File: src/sv/assert_macros.svh
// Concurrent assertion wrappers for the rank unit.
`ifndef ASSERT_MACROS_SVH
`define ASSERT_MACROS_SVH

`ifndef SYNTHESIS

// Checked on every rising clock edge outside reset.
`define RBSP_ASSERT(lbl, clk, rstn, prop, msg) \
  lbl: assert property (@(posedge clk) disable iff (!rstn) (prop)) else $error(msg);

// Checked on every rising clock edge, reset included.
`define RBSP_ASSERT_ALWAYS(lbl, clk, prop, msg) \
  lbl: assert property (@(posedge clk) (prop)) else $error(msg);

`else

`define RBSP_ASSERT(lbl, clk, rstn, prop, msg)
`define RBSP_ASSERT_ALWAYS(lbl, clk, prop, msg)

`endif

`endif

File: src/sv/rbsp_ram.sv
module rbsp_ram #(
  parameter int WIDTH = 32,
  parameter int DEPTH = 128
) (
  input  logic                     clk,
  input  logic                     wr_en,
  input  logic [$clog2(DEPTH)-1:0] wr_addr,
  input  logic [WIDTH-1:0]         wr_data,
  input  logic [$clog2(DEPTH)-1:0] rd_addr,
  output logic [WIDTH-1:0]         rd_data
);

  logic [WIDTH-1:0] mem [DEPTH];
  logic [WIDTH-1:0] rd_data_r;

  always_ff @(posedge clk) begin
    if (wr_en) begin
      mem[wr_addr] <= wr_data;
    end
    rd_data_r <= mem[rd_addr];
  end

  assign rd_data = rd_data_r;

endmodule

File: config.mk
export PLATFORM = sky130hd
export DESIGN_NAME = rbsp_ram
export DESIGN_NICKNAME = d
export VERILOG_FILES = /design/src/sv/assert_macros.svh /design/src/sv/rbsp_ram.sv
export SDC_FILE = /design/constraint.sdc
export NUM_CORES = 2
export LEC_CHECK = 0
export ABC_AREA = 0
export BUFFER_PORTS_ARGS = -buffer_cell sky130_fd_sc_hd__buf_2
export CAP_MARGIN = 20
export CORE_UTILIZATION = 40
export CTS_CLUSTER_SIZE = 16
export DETAILED_ROUTE_END_ITERATION = 12
export HOLD_SLACK_MARGIN = 0.05
export PLACE_DENSITY_LB_ADDON = 0.08
export SYNTH_ARGS = -nofsm -noshare
export SYNTH_HDL_FRONTEND = slang
export SYNTH_SLANG_ARGS = --single-unit
export TNS_END_PERCENT = 100
File: constraint.sdc
create_clock -name clk -period 7.4 [get_ports clk]
set_clock_uncertainty 0.15 [all_clocks]
set_input_delay 1.48 -clock clk [delete_from_list [all_inputs] [get_ports clk]]
set_output_delay 1.48 -clock clk [all_outputs]
set_load 0.005 [all_outputs]
==> results.cfg <==
[grt]
grt_start_max_net_pins = 97
vias_in_the_first_global_route = 72694
gr-total-overflow = 0
globalRouteMet3Util = 0.0461
gr-usage-all-layers = 0.242
grt_pass1_wl_mm = 642
met1_usage = 0.346
globalRoute.busiestLayer = met2
initial_antenna_violation_count = 79
met2_usage = 0.388

[clocking]
cts_tree = yes
cts_max_path_buffers = 4
clock_tree.htree_level_count = 5
worstSkewPairLatency_ns = 1.02
post_cts.resized_instances = 0
clk_transition_reported_paths_ns = 0.06
clock_sinks = 4128
cts_inserted_buffers = 440
hold_buffers = 0
cts-root-buf = clkbuf_16
cts_setup_buffers = 0

[status]
failed_checks = DRC
result_of_the_run = complete, but fails checks

[worst_setup_path]
slowest_delay_ns = 0.76
setup.worst_path.start_class = input port
crit_slowest_cell = mux4_2
critPathCaptureType = flop
cell_seen_most_often_among_critical_path_stages = mux4_2
timing.critical_path.cells = buf_12 > buf_12 > mux4_2 > mux4_2 > mux4_2 > mux2_2
crit_arrival_ns = 5.19
worst_r2r_path_depth = 4
required_arrival_time_at_the_worst_endpoint_ns = 8.12
critical_path_peak_fanout = 65
critical_path_class = input port to flop

[route]
drc = 12
vias = 71119
post_drt_via_cell_ratio = 5.86
wl_per_cell_um = 39.0
routed_wl_mm = 473
postRouteAntennaNets = 0
drt_pass_1_iters = 10
drt_iter0_drc = 9003

[floorplanning]
std_cell_rows = 229
fp.dieArea_um2 = 393000
die_w_um = 627
die_span_y_um = 627
area_of_the_placeable_core_um2 = 389000
initial_core_util = 0.402
io_pins = 80

[sta]
setup_violations = 0
hold_viol = 0
tns_ns = 0
tightest_slew_ns = 1.21
finalCritPeriodShare = 0.605
slew-limit-headroom = 0.193
final-max-slew-violation-count = 0
period_minus_slack_ns = 4.47
rsz0062_at_grt = no
maxClockFrequency_ghz = 0.223

[yosys]
ys_ff_latch = 4128
post_synthesis_share_of_cell_area_spent_on_full_adders_half_adders_and_majority_gates = 0
ys.warnings.count = 0
synth_ff_type = edfxtp_1
synth_seq_area_share = 0.791
mappedNetlistArea_um2 = 156000
synthMostInstantiatedCell = edfxtp_1
synth_area_leader_cell = edfxtp_1
synth_top_cells_by_area = edfxtp_1 79%, mux4_2 19%, clkbuf_1 0.44%
synth_nets = 6038
synth.cells.most_frequent = 4096 x edfxtp_1, 1344 x mux4_2, 182 x clkbuf_1
synthesis.instances = 5990
asyncSetResetFlopFracSynth = 0
synth_mux_area_frac = 0.196
synth_enable_flop_cells = 4096
mapped_avg_cell_area_um2 = 26.1
synth-simple-area-share = 0.00446
dominant_combinational_cell_family_by_area_after_synthesis = multiplexers
synth_top_area_share = 0.787
synth_cell_types = 17
compound_gate_portion_of_the_synthesized_area = 0
synthXorXnorAreaFrac = 0

[placement]
post-dp-hpwl_mm = 277
gpl.final_weighted_congestion = 0.783
post-place-cells = 11270
port-buffer-count = 79
placed_area_um2 = 166000

[cells_and_area]
post_layout_nonfiller_instances = 12133
area_growth_pct = 15.4
finish.net_count = 6563
postLayoutCoreUtil = 0.464
layout-drive-gt1-share = 0.367
fin_area_um2 = 180000

[power_and_ir_drop]
power_density_nw_per_um2 = 280
vdd.ir_drop.worst_v = 0.000213
power_total_mw = 50.5
cellLeakagePower_nw = 55.1

[min_path]
min_path_cells = 1
hp-class = input port to flop

[job]
drv.max_cap_violation_count = 0
==> per-stage QoR <==
step | worst slack [ns] | hold slack, ns
floorplan | 2.53 | 0.924
global placement | 1.86 | 0.975
detailed placement | 1.86 | 0.977
CTS | 2.92 | 0.649
global route | 2.93 | 0.685
finish | 2.93 | 0.729
==> metal layers <==
metal,share of wire,routed length [um]
met1,0.42,199000
met4,0.022,10500
met3,0.074,35100
met5,0.00040,187
met2,0.48,228000
==> cell usage in the layout (no fill, tap or decap), types with 32 or more instances in the layout <==
cell       synthesis  layout
edfxtp_1        4096    4096
mux4_2          1344    1344
clkbuf_16          0     445
buf_4              3     309
nor2_4             0     119
clkbuf_1         182     101
clkinv_1           0      91
clkinv_2           0      80
diode_2            0      52
bufinv_16          0      44
buf_12             0      42
buf_2             79      40
mux2_2            32      32
dfxtp_1           32      32
==> final cells by class <==
cell class | instances | area, um2
diodes | 52 | 130
clock buffers | 561 | 11700
well taps | 5197 | 6500
multi-input cells | 1546 | 32300
clock inverters | 250 | 2530
repair buffers | 399 | 3530
flip-flops and latches | 4128 | 124000
fillers | 31740 | 208000
==> power breakdown <==
group          switching, mW  total (mW)  internal, mW  leakage [nW]
logic                   1.73        2.68         0.959          11.0
registers              0.125        26.0          25.8          37.1
clock network           9.19        21.9          12.7          6.96
total                   11.0        50.5          39.5          55.1
==> critical path, delay by kind of cell <==
kind / cells / cell delay, ns
multiplexers: 4 / 2.35
buffers and inverters: 2 / 0.93
==> state kept, by name, indices dropped and copies added (netlist names) <==
| name | cells |
|---|---|
| rd_data | 32 |
| mem | 4096 |
==> path summary, 6_finish.rpt <==
check | endpoint | slack [ns] | start
hold / removal | mem[72][28] | 0.73 | wr_data[28]
hold reg to reg | rd_data[29] | 0.99 | mem[92][29]
setup / recovery | rd_data[26] | 2.93 | rd_addr[0]
setup reg to reg | rd_data[26] | 4.48 | mem[88][26]
==> cell families (layout without fill, tap and decap cells) <==
group | after synthesis | after routing
buffers and inverters | 316 | 1210
flip-flops | 4128 | 4128
multiplexers | 1376 | 1376
other | 0 | 52
AND/OR/NAND/NOR | 170 | 170
(Power assumes the default switching activity.)
