File: config.mk
export PLATFORM = sky130hd
export DESIGN_NAME = rbsp_back
export DESIGN_NICKNAME = d
export VERILOG_FILES = /design/src/sv/rbsp_pkg.sv /design/src/sv/rbsp_back.sv
export VERILOG_INCLUDE_DIRS = /design/src /design/src/sv
export SDC_FILE = /design/constraint.sdc
export NUM_CORES = 1
export LEC_CHECK = 0
export BUFFER_PORTS_ARGS = -buffer_cell sky130_fd_sc_hd__buf_2
export CAP_MARGIN = 20
export CORE_MARGIN = 4
export CORE_UTILIZATION = 60
export DETAILED_ROUTE_END_ITERATION = 8
export PLACE_DENSITY = 0.89
export REMOVE_ABC_BUFFERS = 1
export SYNTH_ARGS = -nofsm -noshare
export SYNTH_HDL_FRONTEND = slang
export SYNTH_SLANG_ARGS = --single-unit
File: constraint.sdc
create_clock -name clk -period 9.5 [get_ports clk]
set_clock_uncertainty 0.2 [all_clocks]
set_input_delay 0.475 -clock clk [delete_from_list [all_inputs] [get_ports clk]]
set_output_delay 0.475 -clock clk [all_outputs]
set_load 0.01 [all_outputs]
File: src/sv/assert_macros.svh
// Concurrent assertion wrappers for the rank unit.
`ifndef ASSERT_MACROS_SVH
`define ASSERT_MACROS_SVH

`ifndef SYNTHESIS

// Checked on every rising clock edge outside reset.
`define RBSP_ASSERT(lbl, clk, rstn, prop, msg) \
  lbl: assert property (@(posedge clk) disable iff (!rstn) (prop)) else $error(msg);

// Checked on every rising clock edge, reset included.
`define RBSP_ASSERT_ALWAYS(lbl, clk, prop, msg) \
  lbl: assert property (@(posedge clk) (prop)) else $error(msg);

`else

`define RBSP_ASSERT(lbl, clk, rstn, prop, msg)
`define RBSP_ASSERT_ALWAYS(lbl, clk, prop, msg)

`endif

`endif

File: src/sv/rbsp_pkg.sv
package rbsp_pkg;

  localparam int MAX_ITEMS  = 64;
  localparam int VAL_W      = 32;
  localparam int RANK_W     = 6;
  localparam int IDX_W      = $clog2(MAX_ITEMS);
  localparam int CNT_W      = $clog2(MAX_ITEMS + 1);
  localparam int NUM_BANKS  = 2;
  localparam int ADDR_W     = IDX_W + $clog2(NUM_BANKS);
  localparam int RAM_DEPTH  = NUM_BANKS * MAX_ITEMS;
  localparam int JOBQ_DEPTH = 2;
  localparam int JOBQ_PTR_W = $clog2(JOBQ_DEPTH);
  localparam int JOBQ_CNT_W = $clog2(JOBQ_DEPTH + 1);

  typedef struct packed {
    logic             bank;
    logic [CNT_W-1:0] n;
  } job_t;

  typedef struct packed {
    logic valid;
    logic full;
  } jobq_status_t;

endpackage

File: src/sv/rbsp_back.sv
`include "assert_macros.svh"

module rbsp_back (
  input  logic                         clk,
  input  logic                         rst_n,
  input  rbsp_pkg::jobq_status_t       q_status,
  input  rbsp_pkg::job_t               job,
  output logic                         pop,
  output logic [rbsp_pkg::ADDR_W-1:0]  rd_addr,
  input  logic [rbsp_pkg::VAL_W-1:0]   rd_data,
  output logic                         out_strobe,
  output logic [rbsp_pkg::RANK_W-1:0]  out_rank,
  output logic                         out_final_res
);
  import rbsp_pkg::*;

  typedef enum logic [2:0] {
    S_IDLE  = 3'b001,
    S_PIVOT = 3'b010,
    S_SWEEP = 3'b100
  } bstate_t;

  bstate_t           state_r, state_nxt;
  logic [IDX_W-1:0]  i_r, i_nxt;
  logic [CNT_W-1:0]  j_r, j_nxt;
  logic [RANK_W-1:0] cnt_r, cnt_nxt;
  logic              first_r, first_nxt;
  logic [VAL_W-1:0]  pivot_r;
  logic              out_strobe_r, out_strobe_nxt;
  logic [RANK_W-1:0] out_rank_r, out_rank_nxt;
  logic              out_final_r, out_final_nxt;
  logic              lt;
  logic [RANK_W-1:0] cnt_sum;
  logic              is_final;

  assign rd_addr = {job.bank, (state_r == S_PIVOT) ? i_r : j_r[IDX_W-1:0]};

  assign lt       = !first_r && ($signed(rd_data) < $signed(pivot_r));
  assign cnt_sum  = cnt_r + RANK_W'(lt);
  assign is_final = (CNT_W'(i_r) + CNT_W'(1)) == job.n;

  always_comb begin
    state_nxt      = state_r;
    i_nxt          = i_r;
    j_nxt          = j_r;
    cnt_nxt        = cnt_r;
    first_nxt      = first_r;
    out_strobe_nxt = 1'b0;
    out_rank_nxt   = out_rank_r;
    out_final_nxt  = out_final_r;
    pop            = 1'b0;
    unique case (state_r)
      S_IDLE: begin
        if (q_status.valid) begin
          i_nxt     = '0;
          state_nxt = S_PIVOT;
        end
      end
      S_PIVOT: begin
        j_nxt     = '0;
        cnt_nxt   = '0;
        first_nxt = 1'b1;
        state_nxt = S_SWEEP;
      end
      S_SWEEP: begin
        first_nxt = 1'b0;
        if (j_r == job.n) begin
          out_strobe_nxt = 1'b1;
          out_rank_nxt   = cnt_sum;
          out_final_nxt  = is_final;
          if (is_final) begin
            pop       = 1'b1;
            state_nxt = S_IDLE;
          end else begin
            i_nxt     = i_r + IDX_W'(1);
            state_nxt = S_PIVOT;
          end
        end else begin
          j_nxt   = j_r + CNT_W'(1);
          cnt_nxt = cnt_sum;
        end
      end
      default: begin
        state_nxt = S_IDLE;
      end
    endcase
  end

  always_ff @(posedge clk) begin
    if (!rst_n) begin
      state_r      <= S_IDLE;
      out_strobe_r <= 1'b0;
    end else begin
      state_r      <= state_nxt;
      out_strobe_r <= out_strobe_nxt;
    end
  end

  always_ff @(posedge clk) begin
    i_r         <= i_nxt;
    j_r         <= j_nxt;
    cnt_r       <= cnt_nxt;
    first_r     <= first_nxt;
    out_rank_r  <= out_rank_nxt;
    out_final_r <= out_final_nxt;
    if (state_r == S_SWEEP && first_r) begin
      pivot_r <= rd_data;
    end
  end

  assign out_strobe    = out_strobe_r;
  assign out_rank      = out_rank_r;
  assign out_final_res = out_final_r;

  `RBSP_ASSERT(a_job_held, clk, rst_n, (state_r != S_IDLE) |-> q_status.valid, "ranking without a job")
  `RBSP_ASSERT(a_final_pops, clk, rst_n, (out_strobe_r && out_final_r) |-> $past(pop), "final word without pop")
  `RBSP_ASSERT_ALWAYS(a_reset_quiet, clk, !rst_n |=> !out_strobe_r, "word out after reset")

endmodule

==> results.md <==
- WL per Instance: 15.1 um
- Post_cts resized: 0
- Critical path required time: 9.40 ns
- Adder and majority cell fraction of the synthesized area: 0.131
- Drt drc: 0
- Num CTS Buffers: 9
- Clock Latency Late Sink: 0.34 ns
- Final Hold Fails: 0
- Total number of vias: 2,228
- Overflow left after global routing: 0
- Largest net degree at the start of global routing: 33
- Clk sinks: 63
- Share of layout cells above drive strength 1: 0.245
- Top cell by count, worst path: ha_1
- Critical Path AT: 3.22 ns
- Setup TNS: 0 ns
- Avg Cell Area, Syn: 12.3 um^2
- Post-DP HPWL: 4570 um
- Die Height: 82.7 um
- Status: finished, final reports clean
- Via density per instance: 5.39
- Fin crit share: 0.350
- Slowest-stage cell, CP: or4b_1
- Hold buffers post-CTS: 0
- Synth Cell Area: 3350 um^2
- Least-Margin Pin Slew: 0.716 ns
- Sequential element share of the synthesized area: 0.553
- Critical Path Start Type: flip-flop
- Crit Path Class: reg -> reg
- Placed Cells: 396
- Maximum fanout along the worst path: 3
- Max IR drop VDD: 111 uV
- Post-synthesis simple-gate area fraction: 0.117
- Row Count: 26
- Multiplexer share of the synthesized area: 0.0247
- Num ports: 60
- Max Fclk: 301 MHz
- Ys flop type: edfxtp_1
- Number of synthesized flops with an enable pin: 59
- Root buf cell: clkbuf_8
- RR Startpoint: pivot_r[14]
- Post-route antenna net violation count: 0
- Ant diodes: 0
- Final Setup Violations: 0
- Tmin final: 3.32 ns
- Hold Path Origin: rd_data[1]
- Core box area: 5270 um^2
- Die ar.: 6840 um^2
- Net switching power: 133 uW
- Synth Area in XOR/XNOR: 0.0706
- Initial antenna violation count: 0
- Most common cell after layout, fill and taps aside: edfxtp_1
- CTS tree: done
- Worst Hold Class: in -> reg
- Sequential power share: 0.511
- Final Non-Filler Cells: 413
- Clk slew on worst S/H paths: 0.07 ns
- Drt pass-1 iters: 4
- H-tree levels: 3
- Fin Hold WS: 0.121 ns
- Clk buf depth: 2
- Area growth, synth to finish: 17.3%
- Initial DRC Count: 118
- Post-synthesis instance total: 273
- Switch share: 0.219
- Routed WL: 6240 um
- Max Slew Vio Count: 0
- Flops & latches, synth: 63
- First-pass GRT wire length: 10,000 um
- Die width: 82.7 um
- Async S/R FF share, synth: 0
- Commonest non-fill, non-tap cells in the layout: 59 x edfxtp_1, 56 x buf_2, 36 x inv_1
- YS warnings: 0
- LEAKAGE: 0.00171 uW
- Placer Congestion: 0.908
- Initial core utilization: 0.635
- Placed Area: 3700 um^2
- Delay of the slowest critical-path stage: 0.57 ns
- Post-CTS setup repair buffer count: 0
- Crit path capture type: flip-flop
- Synth unique cells: 38
- GRT Overall Usage: 0.200
- Internal Power: 473 uW
- Pwr Density: 154 nW/um^2
- Number of global-route vias before repair: 2,244
- Clock power share: 0.417
- Final nets: 417
- RSZ-0062 raised after global routing: false
- Synth Area in Compound Gates: 0.0575
- Final instance area: 3930 um^2
- Slew headroom: 0.522
- Combinational fraction of design power: 0.072
- Crit path launch: pivot_r[14]
- Largest family of logic cells by synthesized area: adder cells
- Max Cap Violations: 0
- Port buffer count: 56
- CP Cell Sequence: inv_1 -> ha_1 -> nand4_1 -> or3_1 -> a221oi_2 -> or4b_1 -> a21oi_2 -> mux2_4 -> ha_1 -> ha_1 -> nand3_1 -> xnor2_1 -> and2_1
- Setup slack, reg-to-reg: 6.18 ns
power groups by stage:
| stage | registers (uW) | clock network, uW | logic (uW) |
|---|---|---|---|
| after floorplan | 315 | 0 | 24.7 |
| after global placement | 315 | 0 | 40.7 |
| after detailed placement | 316 | 0 | 42.9 |
| after CTS | 309 | 256 | 43.7 |
| after global routing | 310 | 269 | 48.8 |
| final | 309 | 253 | 43.4 |
Yosys cell counts (4+ instances only):
cell,number,area share
and2_1,10,0.019
xor2_1,16,0.042
inv_1,36,0.040
a21o_1,6,0.013
nor2_1,19,0.021
edfxtp_1,59,0.53
mux2_2,6,0.020
a21oi_1,9,0.013
dfxtp_1,4,0.024
nand4_1,6,0.011
nor2b_1,5,0.0093
xnor2_1,11,0.029
ha_1,35,0.13
nand3_1,11,0.016
nand2_1,8,0.0090
area by class of cell:
class	count	area, um^2
Sequential cell	63	1850
Multi-Input combinational cell	170	1340
Fill cell	385	1340
Timing Repair Buffer	58	299
Inverter	36	135
Clock buffer	9	124
Clock inverter	7	87.6
Tap cell	70	87.6
per-stage QoR:
step	util	worst slack, ns	total power (uW)
after floorplan	-	6.32	339
after global placement	0.703	5.99	356
after global routing	0.745	5.98	628
after CTS	0.743	6.15	609
final	0.745	6.18	606
after detailed placement	0.703	5.95	359
kinds of logic after synthesis:
kind of cell	count (synthesis)
XOR/XNOR	27
AO/OA/AOI/OAI	27
multiplexers	7
adder cells (fa/ha/maj)	35
flip-flops	63
buffers and inverters	40
AND/OR/NAND/NOR	74
final timing paths:
| kind | to | depth (start not counted) |
|---|---|---|
| setup / recovery | cnt_r[4] | 13 |
| hold / removal | pivot_r[1] | 1 |
| setup reg to reg | cnt_r[4] | 13 |
| hold reg to reg | state_r[2] | 1 |
sequential cells by signal (all words and copies together), names as in the netlist:
signal / cells
out_rank: 6
pivot_r: 32
out_strobe: 1
cnt_r: 6
state_r: 3
first_r: 1
j_r: 7
i_r: 6
out_final_res: 1
worst max-delay path, delay by kind of cell (launching register included):
family | cells | cell delay [ns]
buffers and inverters | 1 | 0.07
and+or+nand+nor | 5 | 1.13
muxes | 1 | 0.31
AOI/OAI and AO/OA | 2 | 0.23
DFF | 1 | 0.36
xor gates and xnor gates | 1 | 0.09
adders and majority gates | 3 | 0.67
per-layer routing:
metal / share of wire / global-route usage / vias up
met5: 0 / 0 / -
met1: 0.44 / 0.247 / 1033
met3: 0.064 / 0.0445 / 21
li1: - / - / 1102
met4: 0.026 / 0.116 / 0
met2: 0.47 / 0.323 / 72
(Power assumes the default switching activity.)
