[config.mk]
export PLATFORM = sky130hd
export DESIGN_NAME = rbsp_jobq
export DESIGN_NICKNAME = d
export VERILOG_FILES = /design/src/sv/assert_macros.svh /design/src/sv/rbsp_pkg.sv /design/src/sv/rbsp_jobq.sv
export SDC_FILE = /design/constraint.sdc
export NUM_CORES = 1
export LEC_CHECK = 0
export BUFFER_PORTS_ARGS = -buffer_cell sky130_fd_sc_hd__buf_2
export CAP_MARGIN = 10
export CELL_PAD_IN_SITES_DETAIL_PLACEMENT = 1
export CELL_PAD_IN_SITES_GLOBAL_PLACEMENT = 2
export CORE_MARGIN = 5
export CORE_UTILIZATION = 33
export DETAILED_ROUTE_END_ITERATION = 10
export GPL_TIMING_DRIVEN = 0
export PLACE_DENSITY = 0.71
export SKIP_LAST_GASP = 1
export SYNTH_ARGS = -nofsm -noshare
export SYNTH_HDL_FRONTEND = slang
export SYNTH_SLANG_ARGS = --single-unit
[constraint.sdc]
create_clock -name clk -period 1.7 [get_ports clk]
set_input_delay 0.51 -clock clk [delete_from_list [all_inputs] [get_ports clk]]
set_output_delay 0.51 -clock clk [all_outputs]
set_load 0.03 [all_outputs]
[src/sv/assert_macros.svh]
// Concurrent assertion wrappers for the rank unit.
`ifndef ASSERT_MACROS_SVH
`define ASSERT_MACROS_SVH

`ifndef SYNTHESIS

// Checked on every rising clock edge outside reset.
`define RBSP_ASSERT(lbl, clk, rstn, prop, msg) \
  lbl: assert property (@(posedge clk) disable iff (!rstn) (prop)) else $error(msg);

// Checked on every rising clock edge, reset included.
`define RBSP_ASSERT_ALWAYS(lbl, clk, prop, msg) \
  lbl: assert property (@(posedge clk) (prop)) else $error(msg);

`else

`define RBSP_ASSERT(lbl, clk, rstn, prop, msg)
`define RBSP_ASSERT_ALWAYS(lbl, clk, prop, msg)

`endif

`endif

[src/sv/rbsp_pkg.sv]
package rbsp_pkg;

  localparam int MAX_ITEMS  = 64;
  localparam int VAL_W      = 32;
  localparam int RANK_W     = 6;
  localparam int IDX_W      = $clog2(MAX_ITEMS);
  localparam int CNT_W      = $clog2(MAX_ITEMS + 1);
  localparam int NUM_BANKS  = 2;
  localparam int ADDR_W     = IDX_W + $clog2(NUM_BANKS);
  localparam int RAM_DEPTH  = NUM_BANKS * MAX_ITEMS;
  localparam int JOBQ_DEPTH = 2;
  localparam int JOBQ_PTR_W = $clog2(JOBQ_DEPTH);
  localparam int JOBQ_CNT_W = $clog2(JOBQ_DEPTH + 1);

  typedef struct packed {
    logic             bank;
    logic [CNT_W-1:0] n;
  } job_t;

  typedef struct packed {
    logic valid;
    logic full;
  } jobq_status_t;

endpackage

[src/sv/rbsp_jobq.sv]
module rbsp_jobq (
  input  logic                   clk,
  input  logic                   rst_n,
  input  logic                   push,
  input  rbsp_pkg::job_t         push_job,
  input  logic                   pop,
  output rbsp_pkg::job_t         head,
  output rbsp_pkg::jobq_status_t status
);
  import rbsp_pkg::*;

  job_t                  q_r [JOBQ_DEPTH];
  logic [JOBQ_PTR_W-1:0] wr_ptr_r, wr_ptr_nxt;
  logic [JOBQ_PTR_W-1:0] rd_ptr_r, rd_ptr_nxt;
  logic [JOBQ_CNT_W-1:0] count_r, count_nxt;
  logic                  do_push;
  logic                  do_pop;

  assign status.valid = count_r != '0;
  assign status.full  = count_r == JOBQ_CNT_W'(JOBQ_DEPTH);
  assign head         = q_r[rd_ptr_r];

  assign do_push = push && !status.full;
  assign do_pop  = pop && status.valid;

  always_comb begin
    wr_ptr_nxt = do_push ? wr_ptr_r + JOBQ_PTR_W'(1) : wr_ptr_r;
    rd_ptr_nxt = do_pop ? rd_ptr_r + JOBQ_PTR_W'(1) : rd_ptr_r;
    count_nxt  = count_r;
    if (do_push && !do_pop) begin
      count_nxt = count_r + JOBQ_CNT_W'(1);
    end else if (do_pop && !do_push) begin
      count_nxt = count_r - JOBQ_CNT_W'(1);
    end
  end

  always_ff @(posedge clk) begin
    if (!rst_n) begin
      wr_ptr_r <= '0;
      rd_ptr_r <= '0;
      count_r  <= '0;
    end else begin
      wr_ptr_r <= wr_ptr_nxt;
      rd_ptr_r <= rd_ptr_nxt;
      count_r  <= count_nxt;
    end
  end

  always_ff @(posedge clk) begin
    if (do_push) begin
      q_r[wr_ptr_r] <= push_job;
    end
  end

endmodule

==> results of run 1 <==
cells in the mapped netlist:
cell type and n:
a21boi_0 1, o21a_1 1, nor3_2 1, and3_1 1, mux2_2 8, ha_1 1
or2_2 1, buf_2 1, or3_1 1, edfxtp_1 16, nor2_1 4, a21oi_1 1
dfxtp_1 5, o21ai_0 2, xor2_1 3, inv_1 3, nand2b_1 1
where the power goes:
group	internal (mW)	leakage, nW	total (mW)	switching [mW]
registers	0.662	0.192	0.712	0.0501
clock network	0.0872	0.0177	0.217	0.130
logic	0.348	0.239	0.740	0.392
total	1.10	0.448	1.67	0.572
metal layers:
| metal | part of all wire | vias up | track usage |
|---|---|---|---|
| li1 | - | 234 | - |
| met1 | 0.43 | 224 | 0.0925 |
| met2 | 0.50 | 14 | 0.140 |
| met3 | 0.064 | 0 | 0.0261 |
| met4 | 0 | 0 | 0.0291 |
| met5 | 0 | - | 0 |
critical path, cell delays in order (launching register included):
cell     delay (ns)
dfxtp_2        0.36
buf_8          0.15
mux2_4         0.31
buf_6          0.14
cells by family after synthesis:
family,share of synthesized area
multiplexers,0.112
XOR/XNOR,0.0326
flip-flops,0.721
adder cells (fa/ha/maj),0.0155
buffers and inverters,0.0202
AO/OA/AOI/OAI,0.0373
AND/OR/NAND/NOR,0.0621
repair_timing:
action | in CTS | in global routing
hold endpoints to repair | 0 | 0
setup buffers | 0 | 0
hold buffers | 0 | 0
gates resized for setup | 28 | 5
setup endpoints to repair | 8 | 19
metrics by stage:
step                      setup TNS [ns]  instance area, um2  setup slack, ns
final                             -0.358                1070          -0.0460
after global routing              -0.804                1070           -0.106
after CTS                         -0.392                1070          -0.0507
after detailed placement               0                 948           0.0198
after global placement                 0                 948           0.0135
after floorplan                        0                 806           0.0187
sequential cells by signal (all words and copies together) (netlist names), named ones only:
name / cells
q_r: 16
rd_ptr_r: 1
wr_ptr_r: 1
count_r: 2
final cells by class:
| cell class | instances | area (um2) |
|---|---|---|
| inverter | 3 | 11.3 |
| buffer | 1 | 15.0 |
| clock buffer | 3 | 22.5 |
| multi-input combinational | 26 | 239 |
| tap | 30 | 37.5 |
| clock inverter | 1 | 5.00 |
| timing repair buffer | 21 | 158 |
| sequential | 21 | 584 |
| fill | 253 | 1340 |
final timing paths:
| kind | startpoint | to | slack (ns) | cells past startpoint |
|---|---|---|---|---|
| max | register | head[1] | -0.05 | 3 |
| min | push_job[5] | q_r[1][5] | 0.41 | 1 |
| max reg2reg | count_r[0] | count_r[1] | 0.10 | 6 |
| min reg2reg | count_r[1] | count_r[1] | 0.51 | 2 |
==> flow_summary.json, run 1 <==
{
  "htreeDepth": 1,
  "start_util": 0.334,
  "synth_top_area_cell": "edfxtp_1",
  "synth_top_area_frac": 0.596,
  "die_w_um": 59.4,
  "grt_pass1_vias": 490,
  "antenna_found_initial": 0,
  "numCtsBuffers": 3,
  "timing.hold.ws_ns": 0.410,
  "crit_type": "reg2out",
  "fmax_mhz": 573,
  "grt_max_degree": 13,
  "period_needed_ns": 1.75,
  "layout-drive-gt1-share": 0.513,
  "cts_tree": "built",
  "synth_cells": 51,
  "ir_drop_v": 0.000786,
  "die-area_mm2": 0.00353,
  "viasPerCell": 4.45,
  "drt_first_pass_iters": 4,
  "die_y_um": 59.4,
  "tightestPinTransition_ns": 0.718,
  "yosys-top-cells-area": "edfxtp_1 (60%), dfxtp_1 (12%), mux2_2 (11%)",
  "syn-num-nets": 64,
  "crit_required_ns": 1.19,
  "syn_area_per_cell_um2": 15.8,
  "p_per_area_mw_per_mm2": 1560,
  "grtUsageTotal": 0.0811,
  "clkLatencyLatePin_ns": 0.28,
  "violations": "setup timing",
  "routed_wl_um": 1330,
  "yosysSeqAreaShare": 0.720,
  "num_antenna_cells": 0,
  "syn-cell-area_um2": 806,
  "final_cell_mix": "edfxtp_1 (16), buf_2 (12), mux2_4 (8), buf_6 (8), nor2_1 (4)",
  "coreArea_mm2": 0.00241,
  "final_core_utilization": 0.445,
  "status": "complete, but fails checks",
  "dp_cells": 102,
  "layout_commonest_cell": "edfxtp_1",
  "grt_pass1_wl_um": 2080,
  "gp_congestion": 0.688,
  "placementRows": 18,
  "vias": 472,
  "rsz0062_at_grt": "true",
  "io_pins": 22,
  "path_max_fanout": 8,
  "drc": 0,
  "power_mw": 1.67,
  "root_buffer": "clkbuf_4",
  "yosysWarningCount": 0,
  "hpwlAfterDp_um": 996,
  "drt_iter0_markers": 11,
  "final_nets": 90,
  "crit_path_end_kind": "output pin",
  "hold_violations": 0,
  "ant_nets": 0,
  "clockBufferDepth": 2,
  "ys_types": 17,
  "cp-start-kind": "register",
  "maxCapViolCount": 0,
  "slew_violations": 0,
  "routedWlPerCell_um": 12.5,
  "fin_ws_ns": -0.0460,
  "synth_seq_cells": 21,
  "area_growth_pct": 33.1,
  "grt_overflow_total": 0,
  "setup_viol": 8,
  "clkTransAtPathRegs_ns": 0.11,
  "leakage_nw": 0.448,
  "fin_cells": 106,
  "numPortBuffers": 21,
  "hold_class": "in2reg",
  "maxSlewHeadroom": 0.518,
  "clock_sinks": 21,
  "period_share": 1.03,
  "arrival_ns": 1.24,
  "skew_ns": 0.00311
}
No activity file was read; power rests on OpenSTA's default activity.
==> inputs of run 2 (changes only) <==
--- a/config.mk
+++ b/config.mk
@@ -7,13 +7,14 @@
 export LEC_CHECK = 0
 export BUFFER_PORTS_ARGS = -buffer_cell sky130_fd_sc_hd__buf_2
 export CAP_MARGIN = 10
-export CELL_PAD_IN_SITES_DETAIL_PLACEMENT = 1
-export CELL_PAD_IN_SITES_GLOBAL_PLACEMENT = 2
+export CELL_PAD_IN_SITES_DETAIL_PLACEMENT = 0
+export CELL_PAD_IN_SITES_GLOBAL_PLACEMENT = 1
 export CORE_MARGIN = 5
-export CORE_UTILIZATION = 33
+export CORE_UTILIZATION = 42
+export CTS_BUF_LIST = sky130_fd_sc_hd__clkbuf_8
 export DETAILED_ROUTE_END_ITERATION = 10
 export GPL_TIMING_DRIVEN = 0
-export PLACE_DENSITY = 0.71
+export PLACE_DENSITY = 0.76
 export SKIP_LAST_GASP = 1
 export SYNTH_ARGS = -nofsm -noshare
 export SYNTH_HDL_FRONTEND = slang
==> run 2 against run 1 <==
Cell count is 4.7% lower. Non-clock buffer count unchanged. Critical path depth did not move. The run now ends clean. Clock skew fell by 0.0015 ns.
==> flow_summary.json, run 2 (synthesis results as in run 1) <==
{
  "tightestPinTransition_ns": 0.657,
  "htreeDepth": 1,
  "maxSlewHeadroom": 0.560,
  "viasPerCell": 4.56,
  "wl_met2_um": 606,
  "die-area_mm2": 0.00289,
  "largest_register": "q_r",
  "crit_path_end_kind": "output pin",
  "final_cell_mix": "edfxtp_1 (16), buf_2 (13), buf_6 (9), mux2_2 (7), nor2_1 (4)",
  "start_util": 0.452,
  "timing.hold.ws_ns": 0.444,
  "antenna_found_initial": 0,
  "crit_family": "multiplexers",
  "gp_congestion": 0.645,
  "io_pins": 22,
  "cp-start-kind": "register",
  "whs_endpoint": "q_r[1][2]",
  "area_growth_pct": 30.4,
  "drt_first_pass_iters": 2,
  "hold_depth": 1,
  "status": "finished clean",
  "leakage_nw": 0.430,
  "numPortBuffers": 21,
  "period_share": 0.999,
  "crit_top_cell": "buf_6",
  "clock_sinks": 21,
  "skew_ns": 0.00157,
  "root_buffer": "clkbuf_8",
  "rr_worst_depth": 6,
  "cpMaxStageDelayCell": "mux2_2",
  "arrival_ns": 1.19,
  "setup_viol": 0,
  "grt_pass1_vias": 476,
  "rrSetupSlack_ns": 0.14,
  "dp_slack_ns": 0.0311,
  "coreArea_mm2": 0.00178,
  "routed.top_layer": "met4",
  "clkTransAtPathRegs_ns": 0.07,
  "p_per_area_mw_per_mm2": 1610,
  "reg2reg_to": "count_r[1]",
  "numCtsBuffers": 3,
  "clockBufferDepth": 2,
  "r2r_start": "count_r[0]",
  "hpwlAfterDp_um": 903,
  "drc": 0,
  "clkLatencyLatePin_ns": 0.25,
  "setup_tns_ns": 0,
  "stdcell_area_mm2": 0.00105,
  "die_y_um": 53.8,
  "rsz0062_at_grt": "true",
  "maxCapViolCount": 0,
  "crit_type": "reg2out",
  "final_nets": 90,
  "grt_overflow_total": 0,
  "fin_ws_ns": 0.000936,
  "met3_wirelength_um": 92,
  "drt-met1-wl_um": 484,
  "layout_commonest_cell": "edfxtp_1",
  "hold_start": "push_job[2]",
  "final_core_utilization": 0.589,
  "fillers": 155,
  "routedWlPerCell_um": 11.9,
  "routed_wl_um": 1200,
  "slew_violations": 0,
  "seq_area_um2": 583,
  "reg_top3": "q_r x16, count_r x2",
  "largest_reg_flops": 16,
  "ant_nets": 0,
  "grt_pass1_wl_um": 1900,
  "fmax_mhz": 589,
  "placementRows": 15,
  "cpPeakStageDelay_ns": 0.35,
  "hold_violations": 0,
  "cp_cell_sequence": "buf_6, mux2_2, buf_6",
  "cts_tree": "built",
  "vias": 461,
  "grtUsageTotal": 0.0967,
  "placed_cell_area_um2": 942,
  "crit_buf_inv": 2,
  "cts_hold_buffers": 0,
  "path_max_fanout": 8,
  "hold_class": "in2reg",
  "cts_resized": 20,
  "grt_max_degree": 13,
  "layout-drive-gt1-share": 0.500,
  "drt_iter0_markers": 14,
  "period_needed_ns": 1.70,
  "crit_required_ns": 1.19,
  "ir_drop_v": 0.000892,
  "num_antenna_cells": 0,
  "die_w_um": 53.8,
  "cts_setup_buffers": 0,
  "multi_input_area_um2": 213
}
[run 2: changes by cell type in the layout (fill, tap and decap cells not counted), moves of 3 or more]
cell / before / now
mux2_2: 0 / 7
mux2_4: 8 / 1
clkbuf_4: 3 / 0
clkbuf_8: 0 / 3
[run 2: how the worst max path moves through the flow]
| stage | to | cells past startpoint | start |
|---|---|---|---|
| floorplan | count_r[1] | 6 | count_r[0] |
| global placement | count_r[1] | 6 | push |
| detailed placement | count_r[1] | 6 | push |
| CTS | head[0] | 3 | register |
| global route | head[5] | 3 | register |
| finish | head[2] | 3 | register |
[run 2: layout make-up]
| cell class | count | share of cell area |
|---|---|---|
| clock inverters | 1 | 0.00476 |
| repair buffers | 21 | 0.148 |
| clock buffers | 3 | 0.0393 |
| inverters | 3 | 0.0107 |
| plain buffers | 1 | 0.0107 |
| multi-input cells | 26 | 0.202 |
| flip-flops and latches | 21 | 0.555 |
| well taps | 25 | 0.0298 |
[run 2: worst reg2reg max path, cell delays in order, from the launching register on]
cell	delay, ns
dfxtp_2	0.34
nand2b_1	0.17
inv_1	0.10
nor2_1	0.06
ha_1	0.32
or3_1	0.38
a21oi_1	0.14
[run 2: layer usage]
metal,vias to the layer above,GRT usage
met4,0,0.0638
met5,-,0
met2,17,0.159
li1,232,-
met1,210,0.106
met3,2,0.0305
[run 2: metrics by stage]
stage / power [mW] / instances
after global placement: 1.28 / 97
after global routing: 1.79 / 101
after detailed placement: 1.29 / 97
after CTS: 1.71 / 101
final: 1.69 / 101
after floorplan: 1.15 / 51
[run 2: where the power goes]
group          internal, mW  switching [mW]  total (mW)
clock                 0.163           0.146       0.308
sequential            0.660          0.0442       0.704
combinational         0.303           0.372       0.675
total                  1.13           0.562        1.69
==> inputs of run 3 (changes only) <==
--- a/config.mk
+++ b/config.mk
@@ -6,9 +6,9 @@
 export NUM_CORES = 1
 export LEC_CHECK = 0
 export BUFFER_PORTS_ARGS = -buffer_cell sky130_fd_sc_hd__buf_2
-export CAP_MARGIN = 10
 export CELL_PAD_IN_SITES_DETAIL_PLACEMENT = 0
 export CELL_PAD_IN_SITES_GLOBAL_PLACEMENT = 1
+export CORE_ASPECT_RATIO = 1.1
 export CORE_MARGIN = 5
 export CORE_UTILIZATION = 42
 export CTS_BUF_LIST = sky130_fd_sc_hd__clkbuf_8
==> run 3 against run 2 <==
Global-route usage grew 0.88 points. Cell area increased by 1.9%. Largest power group is now combinational logic. Critical path depth unchanged. Wire length rose by 5.1%. Critical path type unchanged. First-iteration DRC count is 36% lower. Fmax is 0.67% higher. Highest routed layer unchanged.
==> flow_summary.json, run 3 (synthesis results as in run 1) <==
{
  "period_needed_ns": 1.69,
  "final_nets": 90,
  "placed_cell_area_um2": 933,
  "largest_reg_flops": 16,
  "layout-drive-gt1-share": 0.487,
  "clockBufferDepth": 2,
  "routed_wl_um": 1260,
  "die_w_um": 51.8,
  "hold_depth": 1,
  "crit_path_end_kind": "output pin",
  "hold_violations": 0,
  "ant_nets": 0,
  "clock_sinks": 21,
  "grt_pass1_vias": 490,
  "placementRows": 16,
  "routedWlPerCell_um": 13.4,
  "gp_congestion": 0.750,
  "crit_required_ns": 1.19,
  "numCtsBuffers": 3,
  "largest_register": "q_r",
  "cp-start-kind": "register",
  "tightestPinTransition_ns": 0.700,
  "rr_worst_depth": 6,
  "vias": 459,
  "timing.hold.ws_ns": 0.444,
  "htreeDepth": 1,
  "setup_viol": 0,
  "grt_pass1_wl_um": 2170,
  "stdcell_area_mm2": 0.00107,
  "grtUsageTotal": 0.105,
  "clkTransAtPathRegs_ns": 0.07,
  "io_pins": 22,
  "clkLatencyLatePin_ns": 0.25,
  "grt_overflow_total": 0,
  "slew_violations": 0,
  "path_max_fanout": 8,
  "drc": 0,
  "layout_commonest_cell": "edfxtp_1",
  "die_y_um": 55.9,
  "maxSlewHeadroom": 0.531,
  "root_buffer": "clkbuf_8",
  "skew_ns": 0.00173,
  "leakage_nw": 0.457,
  "status": "finished clean",
  "coreArea_mm2": 0.00180,
  "final_cell_mix": "edfxtp_1 (16), buf_2 (13), mux2_4 (8), buf_6 (8)",
  "drt_first_pass_iters": 2,
  "period_share": 0.993,
  "cts_tree": "built",
  "maxCapViolCount": 0,
  "fmax_mhz": 593,
  "crit_type": "reg2out",
  "arrival_ns": 1.18,
  "hold_class": "in2reg",
  "numPortBuffers": 21,
  "die-area_mm2": 0.00290,
  "viasPerCell": 4.88,
  "cts_setup_buffers": 0,
  "ir_drop_v": 0.000845,
  "final_core_utilization": 0.594,
  "rsz0062_at_grt": "true",
  "p_per_area_mw_per_mm2": 1620,
  "drt_iter0_markers": 9,
  "antenna_found_initial": 0,
  "start_util": 0.447,
  "area_growth_pct": 32.9,
  "reg_top3": "q_r x16, count_r x2",
  "grt_max_degree": 12,
  "num_antenna_cells": 0,
  "fillers": 151
}
[run 3: cell type report]
cell class | instances | area (um2) | share of cell area
buffer | 1 | 15.0 | 0.0140
clock buffer | 3 | 41.3 | 0.0386
clock inverter | 1 | 3.75 | 0.00350
inverter | 3 | 11.3 | 0.0105
multi-input combinational | 26 | 239 | 0.223
sequential | 21 | 583 | 0.544
tap | 18 | 22.5 | 0.0210
timing repair buffer | 21 | 155 | 0.145
[run 3: repair_timing]
item / in CTS / in global routing
gates resized for setup: 19 / 10
hold buffers: 0 / 0
endpoints found under the setup margin: 8 / 9
[run 3: per-layer routing]
metal  wire length [um]  vias up  GRT usage  part of all wire
met5                  0        -          0                 0
met4                 14        0     0.0787             0.011
met3                 70        2     0.0268             0.056
met2                600       13      0.164              0.48
met1                573      210      0.122              0.46
li1                   -      234          -                 -
[run 3: worst paths after layout]
| path | startpoint | to | slack, ns |
|---|---|---|---|
| max | register | head[4] | 0.01 |
| min reg2reg | rd_ptr_r | register | 0.51 |
| max reg2reg | count_r[0] | count_r[1] | 0.15 |
| min | push_job[7] | q_r[1][7] | 0.44 |
[run 3: worst max-delay path, stage by stage, from the launching register on]
cell,delay (ns)
dfxtp_2,0.33
buf_8,0.14
mux2_4,0.31
buf_6,0.14
[run 3: power by group]
part	total, mW	leakage [nW]	internal [mW]	switching (mW)
sequential	0.707	0.191	0.660	0.0470
clock	0.306	0.0269	0.160	0.146
combinational	0.726	0.239	0.342	0.384
total	1.74	0.457	1.16	0.577
[run 3: metrics by stage]
stage,worst slack [ns],std cells,total power [mW],setup TNS [ns]
global placement,0.0610,90,1.28,0
floorplan,0.0187,51,1.15,0
global route,-0.0276,94,1.85,-0.180
finish,0.0123,94,1.74,0
CTS,-0.0182,94,1.70,-0.0962
detailed placement,0.0356,90,1.29,0
