--- src/sv/assert_macros.svh ---
// Concurrent assertion wrappers for the rank unit.
`ifndef ASSERT_MACROS_SVH
`define ASSERT_MACROS_SVH

`ifndef SYNTHESIS

// Checked on every rising clock edge outside reset.
`define RBSP_ASSERT(lbl, clk, rstn, prop, msg) \
  lbl: assert property (@(posedge clk) disable iff (!rstn) (prop)) else $error(msg);

// Checked on every rising clock edge, reset included.
`define RBSP_ASSERT_ALWAYS(lbl, clk, prop, msg) \
  lbl: assert property (@(posedge clk) (prop)) else $error(msg);

`else

`define RBSP_ASSERT(lbl, clk, rstn, prop, msg)
`define RBSP_ASSERT_ALWAYS(lbl, clk, prop, msg)

`endif

`endif

--- src/sv/rbsp_pkg.sv ---
package rbsp_pkg;

  localparam int MAX_ITEMS  = 64;
  localparam int VAL_W      = 32;
  localparam int RANK_W     = 6;
  localparam int IDX_W      = $clog2(MAX_ITEMS);
  localparam int CNT_W      = $clog2(MAX_ITEMS + 1);
  localparam int NUM_BANKS  = 2;
  localparam int ADDR_W     = IDX_W + $clog2(NUM_BANKS);
  localparam int RAM_DEPTH  = NUM_BANKS * MAX_ITEMS;
  localparam int JOBQ_DEPTH = 2;
  localparam int JOBQ_PTR_W = $clog2(JOBQ_DEPTH);
  localparam int JOBQ_CNT_W = $clog2(JOBQ_DEPTH + 1);

  typedef struct packed {
    logic             bank;
    logic [CNT_W-1:0] n;
  } job_t;

  typedef struct packed {
    logic valid;
    logic full;
  } jobq_status_t;

endpackage

--- src/sv/rbsp_front.sv ---
module rbsp_front (
  input  logic                         clk,
  input  logic                         rst_n,
  input  logic                         start,
  input  logic [rbsp_pkg::VAL_W-1:0]   in_value,
  input  logic                         in_last,
  input  rbsp_pkg::jobq_status_t       q_status,
  output logic                         busy,
  output logic                         wr_en,
  output logic [rbsp_pkg::ADDR_W-1:0]  wr_addr,
  output logic [rbsp_pkg::VAL_W-1:0]   wr_data,
  output logic                         push,
  output rbsp_pkg::job_t               push_job
);
  import rbsp_pkg::*;

  logic [CNT_W-1:0] cnt_r, cnt_nxt;
  logic             bank_r, bank_nxt;
  logic             accept;
  logic             room;

  assign accept = start && !q_status.full;
  assign room   = cnt_r < CNT_W'(MAX_ITEMS);
  assign busy   = q_status.full;

  assign wr_en   = accept && room;
  assign wr_addr = {bank_r, cnt_r[IDX_W-1:0]};
  assign wr_data = in_value;

  assign push          = accept && in_last;
  assign push_job.bank = bank_r;
  assign push_job.n    = room ? cnt_r + CNT_W'(1) : cnt_r;

  always_comb begin
    cnt_nxt  = cnt_r;
    bank_nxt = bank_r;
    if (push) begin
      cnt_nxt  = '0;
      bank_nxt = !bank_r;
    end else if (wr_en) begin
      cnt_nxt = cnt_r + CNT_W'(1);
    end
  end

  always_ff @(posedge clk) begin
    if (!rst_n) begin
      cnt_r  <= '0;
      bank_r <= 1'b0;
    end else begin
      cnt_r  <= cnt_nxt;
      bank_r <= bank_nxt;
    end
  end

endmodule

--- config.mk ---
export PLATFORM = sky130hd
export DESIGN_NAME = rbsp_front
export DESIGN_NICKNAME = d
export VERILOG_FILES = /design/src/sv/assert_macros.svh /design/src/sv/rbsp_pkg.sv /design/src/sv/rbsp_front.sv
export SDC_FILE = /design/constraint.sdc
export NUM_CORES = 1
export LEC_CHECK = 0
export BUFFER_PORTS_ARGS = -buffer_cell sky130_fd_sc_hd__buf_2
export CAP_MARGIN = 40
export CORE_MARGIN = 3
export CORE_UTILIZATION = 30
export DETAILED_ROUTE_END_ITERATION = 16
export PLACE_DENSITY = 0.76
export SETUP_SLACK_MARGIN = 0.5
export SLEW_MARGIN = 20
export SYNTH_ARGS = -nofsm -noshare
export SYNTH_HDL_FRONTEND = slang
export SYNTH_SLANG_ARGS = --single-unit
export TNS_END_PERCENT = 10
--- constraint.sdc ---
create_clock -name clk -period 1.45 [get_ports clk]
set_input_delay 0.0725 -clock clk [delete_from_list [all_inputs] [get_ports clk]]
set_output_delay 0.0725 -clock clk [all_outputs]
set_load 0.1 [all_outputs]
==> reports/summary.txt, run 1 <==
Status -> finished with violations
Violated checks -> setup timing
Reg-to-reg endpoint -> cnt_r[5]$_SDFFE_PP0P_
Syn. warnings -> 0
Total power -> 0.653 mW
Largest family of logic cells by synthesized area -> buffers and inverters
Die area -> 3210 µm²
Vias in the first global route -> 577
H-tree depth -> 1
Layout cell share with drive strength beyond 1 -> 65.9%
Total Routing Usage GR -> 12.1%
Synthesized cell area -> 769 µm²
Most common cell after layout, fill and taps aside -> buf_12
Reg2reg start -> cnt_r[6]$_SDFFE_PP0P_
Worst Path Arrival -> 1.44 ns
Post-synthesis mux area share -> 2.76%
Fillers -> 214
Synth Area in Compound Gates -> 6.18%
Critical Path End Type -> output pin
Kind of critical path -> flip-flop to output pin
CP required -> 1.38 ns
Longest Clk Path Bufs -> 2
Routed Antenna Nets -> 0
Drt first pass iters -> 4
Setup_tns -> -0.224 ns
Core Footprint -> 2320 µm²
Slew @ Worst Pin -> 0.487 ns
GR Overflow Total -> 0
Clock period minus worst slack -> 1.51 ns
Mapped Nets -> 136
DR iter-0 viols -> 13
Hold WC Path Type -> input pin to flip-flop
Starting Density -> 33.2%
Die width -> 56.6 µm
Post-DP Area -> 843 µm²
Port Buffers -> 22
Syn Inst Count -> 96
Slew margin rel. -> 67.7%
I/O pin count -> 88
Total clock sinks -> 8
CP Launch Type -> flip-flop
GPL Wtd Cong -> 0.781
Vias per inst -> 4.63
Die Ht -> 56.6 µm
Worst Hold End -> bank_r$_SDFFE_PN0P_
Final instance area -> 1070 µm²
RSZ-0062 raised after global routing -> true
Final Cycle Share -> 104%
Area delta synth->final -> 38.9%
Sequential-to-total area share from yosys stat -> 20.8%
Post-synthesis xor/xnor area fraction -> 7.97%
Routed Wire Length -> 1.92 mm
Final non-filler cell total -> 119
Max frequency -> 0.661 GHz
Max Slew Vio Count -> 0
Clk slew on worst S/H paths -> 0.06 ns
Ant. Diodes -> 0
Setup Viol. Count Final -> 5
HPWL after DPL -> 1.43 mm
CTS tree -> built
Lkg Pwr -> 0.431 nW
Most frequent cells in the layout -> 12 x buf_12, 10 x buf_4, 7 x buf_2
Antenna violations before repair -> 0
Final hold vios -> 0
Simple-gate share of the synthesized area -> 14.6%
PwrDens -> 611 nW/µm²
Syn_area_per_cell -> 8.02 µm²
Total CTS buffers -> 3
Hold path cells -> 2
Worst-path fanout max -> 3
Synth cell types -> 22
Hold WS -> 0.0349 ns
Vias -> 551
Clock latency on the worst-skew pair -> 0.26 ns
DRC errors left -> 0
Largest net degree at the start of global routing -> 9
Layout Nets -> 132
MaxCap Viol Count -> 0
Post-layout util -> 46.1%
Clock Tree Root -> clkbuf_4
Max VDD drop -> 0.321 mV
Logic depth of the worst register-to-register path -> 4
Post-route setup slack -> -0.0622 ns
# rows -> 17
Place WS -> 0.00876 ns
Register bit total from synthesis -> 8
Worst R2R Setup Slack -> -0.03 ns
Adder-Cell Fraction of Synth Area -> 3.25%
Wire per inst -> 16.1 µm
First-pass GRT wire length -> 2.95 mm
Hold path startpoint -> rst_n
Clock Skew -> 0.000349 ns
Placed insts -> 110
==> layout make-up <==
cell class,instances,area (µm²),share of cell area (%)
flip-flops and latches,8,176,16.5
well taps,28,35.0,3.28
repair buffers,33,399,37.4
clock buffers,4,26.3,2.46
multi-input cells,40,403,37.7
inverters,6,28.8,2.69
==> sequential cells by signal, summed over array words and instances, names as in the netlist <==
register  flops
bank_r        1
cnt_r         7
==> where the power goes <==
part           total [mW]  leakage, nW  switching [mW]  internal, mW
clock network       0.189       0.0150          0.0832         0.106
logic               0.234        0.347           0.155        0.0794
registers           0.229       0.0690         0.00774         0.222
==> layer usage <==
layer  share of wire [%]  track usage, %  vias up
met2                  56            21.0       29
li1                    -               -      256
met4                 6.4            11.2        0
met1                  26            9.38      246
met5                   0               0        -
met3                  12            6.44       20
==> worst max-delay path, cell delays in order (launching register included) <==
cell and delay [ns]:
dfxtp_2 0.32, nand4b_1 0.27, nor2_4 0.22, xor2_4 0.18
buf_12 0.19
==> kinds of logic (layout without fill, tap and decap cells) <==
logic type / Yosys count / after routing
XOR/XNOR: 7 / 7
AO/OA/AOI/OAI: 9 / 9
multiplexers: 2 / 2
flip-flops: 8 / 8
adder cells (fa/ha/maj): 2 / 2
buffers and inverters: 48 / 43
AND/OR/NAND/NOR: 20 / 20
==> cells in the mapped netlist <==
master,number,share of area [%]
inv_1,6,2.9
ha_1,2,3.3
buf_6,1,1.5
xor2_1,3,3.4
or3b_1,1,1.1
nor2_1,4,2.0
mux2_2,1,1.5
and2_1,1,0.81
mux2i_1,1,1.3
or4_1,1,0.98
nand4b_1,1,1.1
nand3b_1,2,2.0
o21ai_0,3,2.0
a21oi_1,5,3.3
xnor2_1,4,4.6
or3_1,3,2.4
nand3_1,3,2.0
o31ai_1,1,0.98
dfxtp_1,8,21
buf_4,41,40
nand2_1,3,1.5
nand2b_1,1,0.81
==> repair_timing <==
item                                    CTS  global route
pin swaps                                 9             6
gates resized for setup                  38             9
hold buffers                              0             0
endpoints found under the setup margin   24            21
cloned                                    0             0
buffers inserted                          1             4
==> worst max-delay path by stage <==
stage	depth (start not counted)	start	slack (ns)	to
6_report	4	cnt_r[6]$_SDFFE_PP0P_	-0.06	push_job[5]
2_1_floorplan	3	cnt_r[6]$_SDFFE_PP0P_	-0.16	push_job[5]
3_5_place_dp	7	cnt_r[1]$_SDFFE_PP0P_	0.009	cnt_r[6]$_SDFFE_PP0P_
5_1_grt	7	cnt_r[1]$_SDFFE_PP0P_	-0.13	push_job[6]
4_1_cts	4	cnt_r[6]$_SDFFE_PP0P_	-0.09	push_job[3]
3_3_place_gp	7	cnt_r[1]$_SDFFE_PP0P_	0.05	cnt_r[6]$_SDFFE_PP0P_
Power figures use the tool's default switching activity.
==> run 2: changes to the inputs <==
clock period = 1.3 ns   (was 1.45 ns; I/O delays follow)
==> run 2 against run 1 <==
Compared with the run above:
- the flow still finishes with violations (setup timing)
- first-iteration DRC count shrank 15%
- register-to-register slack worse by 0.15 ns
- cell count up 1.7%
- sequential share of layout area down 1.1 points
- sequential power is 10% higher
==> reports/summary.txt, run 2 (synthesis results as in run 1) <==
Hold_buf cts -> 0 (unchanged)
Clk slew on worst S/H paths -> 0.06 ns (about the same)
Vias per inst -> 4.84 (was 4.63)
Layout Nets -> 134 (was 132)
Routed Wire Length -> 1.98 mm (was 1.92 mm)
Die area -> 3210 µm² (unchanged)
Worst Hold End -> bank_r$_SDFFE_PN0P_ (unchanged)
CTS tree -> built (unchanged)
Worst Path Arrival -> 1.43 ns (was 1.44 ns)
Port Buffers -> 22 (unchanged)
CP Cell Sequence -> nand4b_1, buf_4, xnor2_4, buf_12 (was nand4b_1, nor2_4, xor2_4, buf_12)
# rows -> 17 (unchanged)
I/O pin count -> 88 (unchanged)
Clock latency on the worst-skew pair -> 0.27 ns (was 0.26 ns)
Most frequent cells in the layout -> 17 x buf_12, 11 x buf_4, 5 x dfxtp_4, 5 x buf_2 (was 12 x buf_12, 10 x buf_4, 7 x buf_2)
Max Slew Vio Count -> 0 (unchanged)
Reg with most FFs -> cnt_r (unchanged)
Worst-path fanout max -> 3 (unchanged)
Total clock sinks -> 8 (unchanged)
Slowest stage delay, CP -> 0.33 ns (was 0.32 ns)
Routed Antenna Nets -> 0 (unchanged)
Layout cell share with drive strength beyond 1 -> 72.0% (was 65.9%)
Max frequency -> 0.668 GHz
Setup Viol. Count Final -> 8 (was 5)
Die Ht -> 56.6 µm (unchanged)
Reg-to-reg endpoint -> cnt_r[5]$_SDFFE_PP0P_ (unchanged)
Clock Skew -> 0.00218 ns (was 0.000349 ns)
Clock period minus worst slack -> 1.50 ns
Vias -> 586 (was 551)
Vias in the first global route -> 612 (was 577)
Post-DP Area -> 956 µm² (was 843 µm²)
Kind of critical path -> flip-flop to output pin (unchanged)
CP max stage cell -> dfxtp_2 (unchanged)
Hold path startpoint -> rst_n (unchanged)
Most common cell after layout, fill and taps aside -> buf_12 (unchanged)
Drt first pass iters -> 4 (unchanged)
Longest Clk Path Bufs -> 2 (unchanged)
Wire per inst -> 16.3 µm (was 16.1 µm)
Status -> finished with violations (unchanged)
DRC errors left -> 0 (unchanged)
RSZ-0062 raised after global routing -> true (unchanged)
Total Routing Usage GR -> 12.7% (was 12.1%)
Worst R2R Setup Slack -> -0.18 ns (was -0.03 ns)
Logic depth of the worst register-to-register path -> 4 (unchanged)
Biggest regs -> cnt_r: 7 flops, bank_r: 1 flops (unchanged)
Lkg Pwr -> 0.462 nW (was 0.431 nW)
First-pass GRT wire length -> 3.07 mm (was 2.95 mm)
Final hold vios -> 0 (unchanged)
Final Cycle Share -> 115%
Antenna violations before repair -> 0 (unchanged)
Largest net degree at the start of global routing -> 8 (was 9)
Clock Tree Root -> clkbuf_4 (unchanged)
Final instance area -> 1180 µm² (was 1070 µm²)
Hold path cells -> 2 (unchanged)
Slew @ Worst Pin -> 0.485 ns (was 0.487 ns)
Post-route setup slack -> -0.198 ns (was -0.0622 ns)
Area delta synth->final -> 53.3% (was 38.9%)
CP Launch Type -> flip-flop (unchanged)
Setup_tns -> -1.20 ns (was -0.224 ns)
DR iter-0 viols -> 11 (was 13)
GR Overflow Total -> 0 (unchanged)
MaxCap Viol Count -> 0 (unchanged)
Die width -> 56.6 µm (unchanged)
Reg2reg start -> cnt_r[6]$_SDFFE_PP0P_ (unchanged)
Starting Density -> 33.2% (unchanged)
Max FFs per register -> 7 (unchanged)
H-tree depth -> 1 (unchanged)
Core Footprint -> 2320 µm² (unchanged)
Critical Path End Type -> output pin (unchanged)
Slew margin rel. -> 67.9% (was 67.7%)
Hold WS -> 0.0151 ns (was 0.0349 ns)
Hold WC Path Type -> input pin to flip-flop (unchanged)
Violated checks -> setup timing (unchanged)
PwrDens -> 636 nW/µm² (was 611 nW/µm²)
Post-layout util -> 50.9% (was 46.1%)
GPL Wtd Cong -> 0.818 (was 0.781)
HPWL after DPL -> 1.50 mm (was 1.43 mm)
Ant. Diodes -> 0 (unchanged)
Total CTS buffers -> 3 (unchanged)
Max VDD drop -> 0.239 mV (was 0.321 mV)
CP required -> 1.24 ns (was 1.38 ns)
## run 2: changes by cell type in the layout (fill, tap and decap cells not counted), sizes merged
| cell | previous run | this run |
|---|---|---|
| clkbuf | 5 | 4 |
| buf | 32 | 35 |
## run 2: repair_timing
item | 4_1_cts | 5_1_grt
gates cloned | 0 | 0
resized for setup | 42 | 10
setup endpoints to repair | 24 | 24
setup buffers | 2 | 0
pin swaps | 11 | 2
## run 2: worst max-delay path by stage
| stage | from | end | slack, ns | cells after the start |
|---|---|---|---|---|
| 2_1_floorplan | cnt_r[6]$_SDFFE_PP0P_ | push_job[5] | -0.31 | 3 |
| 3_3_place_gp | cnt_r[1]$_SDFFE_PP0P_ | cnt_r[6]$_SDFFE_PP0P_ | -0.04 | 7 |
| 3_5_place_dp | cnt_r[1]$_SDFFE_PP0P_ | cnt_r[6]$_SDFFE_PP0P_ | -0.11 | 7 |
| 4_1_cts | cnt_r[6]$_SDFFE_PP0P_ | push_job[5] | -0.20 | 4 |
| 5_1_grt | cnt_r[6]$_SDFFE_PP0P_ | push_job[5] | -0.29 | 4 |
| 6_report | cnt_r[6]$_SDFFE_PP0P_ | push_job[3] | -0.20 | 4 |
## run 2: critical path: cells and delay by family (launching register included)
family,cells,cell delay [ns]
buffers and inverters,2,0.42
DFF,1,0.33
and+or+nand+nor,1,0.28
xor gates and xnor gates,1,0.15
## run 2: stage by stage
step	instances	total power [mW]	setup slack [ns]
after CTS	121	0.748	-0.201
after global routing	121	0.786	-0.289
after global placement	115	0.491	-0.0421
after detailed placement	115	0.493	-0.111
after floorplan	96	0.903	-0.305
final	121	0.751	-0.198
## run 2: final cells by class
cell class	instances	area, µm²
Tap cell	28	35.0
Clock buffer	4	26.3
Sequential cell	8	181
Timing Repair Buffer	35	470
Inverter	6	28.8
Multi-Input combinational cell	40	438
Fill cell	191	1140
## run 2: power breakdown
| group | total (mW) | leakage, nW | internal (mW) | switching, mW |
|---|---|---|---|---|
| clock | 0.224 | 0.0150 | 0.119 | 0.105 |
| sequential | 0.252 | 0.0696 | 0.244 | 0.00819 |
| combinational | 0.275 | 0.378 | 0.0984 | 0.176 |
## run 2: layer usage
layer	vias up	share of wire, %	GRT usage [%]
met5	-	0	0
met4	0	7.8	11.9
met3	24	12	6.67
met2	37	55	21.5
met1	264	25	10.4
li1	261	-	-
==> run 3: changes to the inputs <==
PLACE_DENSITY = 0.81   (was 0.76)
==> run 3 against run 2 <==
Compared with the run above:
- the flow still finishes with violations (setup timing)
- sequential share of layout area rose by 1.1 points
- die area is the same
- non-clock buffer count shrank 2
- power fell by 3.8%
- worst hold slack improved by 0.013 ns
- largest power group is now registers
==> reports/summary.txt, run 3 (synthesis results as in run 1) <==
Status -> finished with violations (unchanged)
Violated checks -> setup timing (unchanged)
Lkg Pwr -> 0.438 nW (was 0.462 nW)
Hold path startpoint -> rst_n (unchanged)
Hold WC Path Type -> input pin to flip-flop (unchanged)
Clock Tree Root -> clkbuf_4 (unchanged)
Comb pwr share -> 35.1% (was 36.6%)
Worst-path fanout max -> 3 (unchanged)
Max FFs per register -> 7 (unchanged)
Vias in the first global route -> 552 (was 612)
Total clock sinks -> 8 (unchanged)
Most frequent cells in the layout -> 14 x buf_12, 9 x buf_4 (was 17 x buf_12, 11 x buf_4, 5 x dfxtp_4, 5 x buf_2)
NetSw -> 0.277 mW (was 0.290 mW)
Layout cell share with drive strength beyond 1 -> 67.0% (was 72.0%)
GR Overflow Total -> 0 (unchanged)
Reg with most FFs -> cnt_r (unchanged)
HPWL after DPL -> 1.35 mm (was 1.50 mm)
Worst R2R Setup Slack -> -0.11 ns (was -0.18 ns)
Total CTS buffers -> 3 (unchanged)
Wire per inst -> 14.2 µm (was 16.3 µm)
Hold WS -> 0.0279 ns (was 0.0151 ns)
Total power -> 0.722 mW (was 0.751 mW)
Longest Clk Path Bufs -> 2 (unchanged)
Area delta synth->final -> 43.4% (was 53.3%)
Worst Hold End -> bank_r$_SDFFE_PN0P_ (unchanged)
Logic depth of the worst register-to-register path -> 4 (unchanged)
Port Buffers -> 22 (unchanged)
Seq pwr share -> 35.0% (was 33.6%)
MaxCap Viol Count -> 0 (unchanged)
CP required -> 1.24 ns (about the same)
Die width -> 56.6 µm (unchanged)
Final hold vios -> 0 (unchanged)
Layout Nets -> 132 (was 134)
Most common cell after layout, fill and taps aside -> buf_12 (unchanged)
DR iter-0 viols -> 15 (was 11)
Reg-to-reg endpoint -> cnt_r[5]$_SDFFE_PP0P_ (unchanged)
Vias -> 568 (was 586)
Die area -> 3210 µm² (unchanged)
CP Launch Type -> flip-flop (unchanged)
Hold_buf cts -> 0 (unchanged)
Setup Viol. Count Final -> 9 (was 8)
Final Cycle Share -> 116% (was 115%)
Setup_tns -> -1.08 ns (was -1.20 ns)
Max VDD drop -> 0.269 mV (was 0.239 mV)
H-tree depth -> 1 (unchanged)
Multi-input logic area -> 408 µm² (was 438 µm²)
Fillers -> 203 (was 191)
Ant. Diodes -> 0 (unchanged)
Reg2reg start -> cnt_r[6]$_SDFFE_PP0P_ (unchanged)
RSZ-0062 raised after global routing -> true (unchanged)
I/O pin count -> 88 (unchanged)
Int Pwr -> 0.445 mW (was 0.461 mW)
Max Slew Vio Count -> 0 (unchanged)
Placed insts -> 113 (was 115)
Worst Path Arrival -> 1.45 ns (was 1.43 ns)
Routed Antenna Nets -> 0 (unchanged)
Max frequency -> 0.661 GHz (was 0.668 GHz)
Clock period minus worst slack -> 1.51 ns (was 1.50 ns)
Antenna violations before repair -> 0 (unchanged)
Largest net degree at the start of global routing -> 8 (unchanged)
Post-layout util -> 47.6% (was 50.9%)
Final non-filler cell total -> 119 (was 121)
Core Footprint -> 2320 µm² (unchanged)
Biggest regs -> cnt_r: 7 flops, bank_r: 1 flops (unchanged)
DRC errors left -> 0 (unchanged)
Clock Skew -> 0.00486 ns (was 0.00218 ns)
Slew margin rel. -> 68.0% (was 67.9%)
Switching share of total power -> 38.4% (was 38.6%)
Total Routing Usage GR -> 10.6% (was 12.7%)
Clock latency on the worst-skew pair -> 0.27 ns (about the same)
Vias per inst -> 4.77 (was 4.84)
Starting Density -> 33.2% (unchanged)
First-pass GRT wire length -> 2.69 mm (was 3.07 mm)
# rows -> 17 (unchanged)
Hold path cells -> 2 (unchanged)
Post-route setup slack -> -0.212 ns (was -0.198 ns)
Drt first pass iters -> 4 (unchanged)
Slew @ Worst Pin -> 0.483 ns (was 0.485 ns)
PwrDens -> 654 nW/µm² (was 636 nW/µm²)
Clk slew on worst S/H paths -> 0.05 ns (was 0.06 ns)
Critical Path End Type -> output pin (unchanged)
Routed Wire Length -> 1.69 mm (was 1.98 mm)
Kind of critical path -> flip-flop to output pin (unchanged)
GPL Wtd Cong -> 0.838 (was 0.818)
CTS tree -> built (unchanged)
Die Ht -> 56.6 µm (unchanged)
Register area -> 181 µm² (unchanged)
Clk pwr share -> 30.0% (was 29.8%)
-- run 3: per-stage QoR --
stage / setup WS [ns] / area, µm²
after floorplan: -0.305 / 867
after global placement: -0.0466 / 911
after detailed placement: -0.118 / 911
after CTS: -0.212 / 1040
after global routing: -0.283 / 1100
final: -0.212 / 1100
-- run 3: critical path, cell delays in order, from the launching register on --
cell and delay, ns:
dfxtp_2 0.32, nand4b_1 0.25, nor2_2 0.25, xor2_4 0.18
buf_12 0.19
-- run 3: layout make-up --
type	count	share of cell area (%)
Clock buffer	4	2.38
Inverter	6	2.83
Multi-Input combinational cell	40	37.0
Sequential cell	8	16.4
Tap cell	28	3.17
Timing Repair Buffer	33	38.2
-- run 3: timing repair --
item | in CTS | in global routing
resized for setup | 30 | 16
buffers inserted | 1 | 1
setup endpoints to repair | 24 | 24
pin swaps | 7 | 7
-- run 3: power by group through the flow --
| stage | Clock, mW | Sequential, mW | Combinational, mW |
|---|---|---|---|
| 6_report | 0.216 | 0.253 | 0.253 |
| 5_1_grt | 0.241 | 0.253 | 0.262 |
| 2_1_floorplan | 0 | 0.261 | 0.642 |
| 4_1_cts | 0.221 | 0.255 | 0.245 |
| 3_3_place_gp | 0 | 0.258 | 0.218 |
| 3_5_place_dp | 0 | 0.259 | 0.219 |
-- run 3: worst max-delay path by stage --
stage                     startpoint                    end  slack, ns  cells past startpoint
3_5_place_dp   cnt_r[1]$_SDFFE_PP0P_  cnt_r[6]$_SDFFE_PP0P_      -0.12                      7
5_1_grt        cnt_r[6]$_SDFFE_PP0P_            push_job[5]      -0.28                      4
6_report       cnt_r[6]$_SDFFE_PP0P_            push_job[5]      -0.21                      4
4_1_cts        cnt_r[1]$_SDFFE_PP0P_            push_job[6]      -0.21                      7
3_3_place_gp   cnt_r[1]$_SDFFE_PP0P_  cnt_r[6]$_SDFFE_PP0P_      -0.05                      7
2_1_floorplan  cnt_r[6]$_SDFFE_PP0P_            push_job[5]      -0.31                      3
-- run 3: routing by layer --
layer	global-route usage, %	share of wire (%)	vias up
met5	0	0	-
met4	7.12	4.4	0
met3	5.52	13	17
met2	18.3	54	38
met1	9.56	29	256
li1	-	-	257
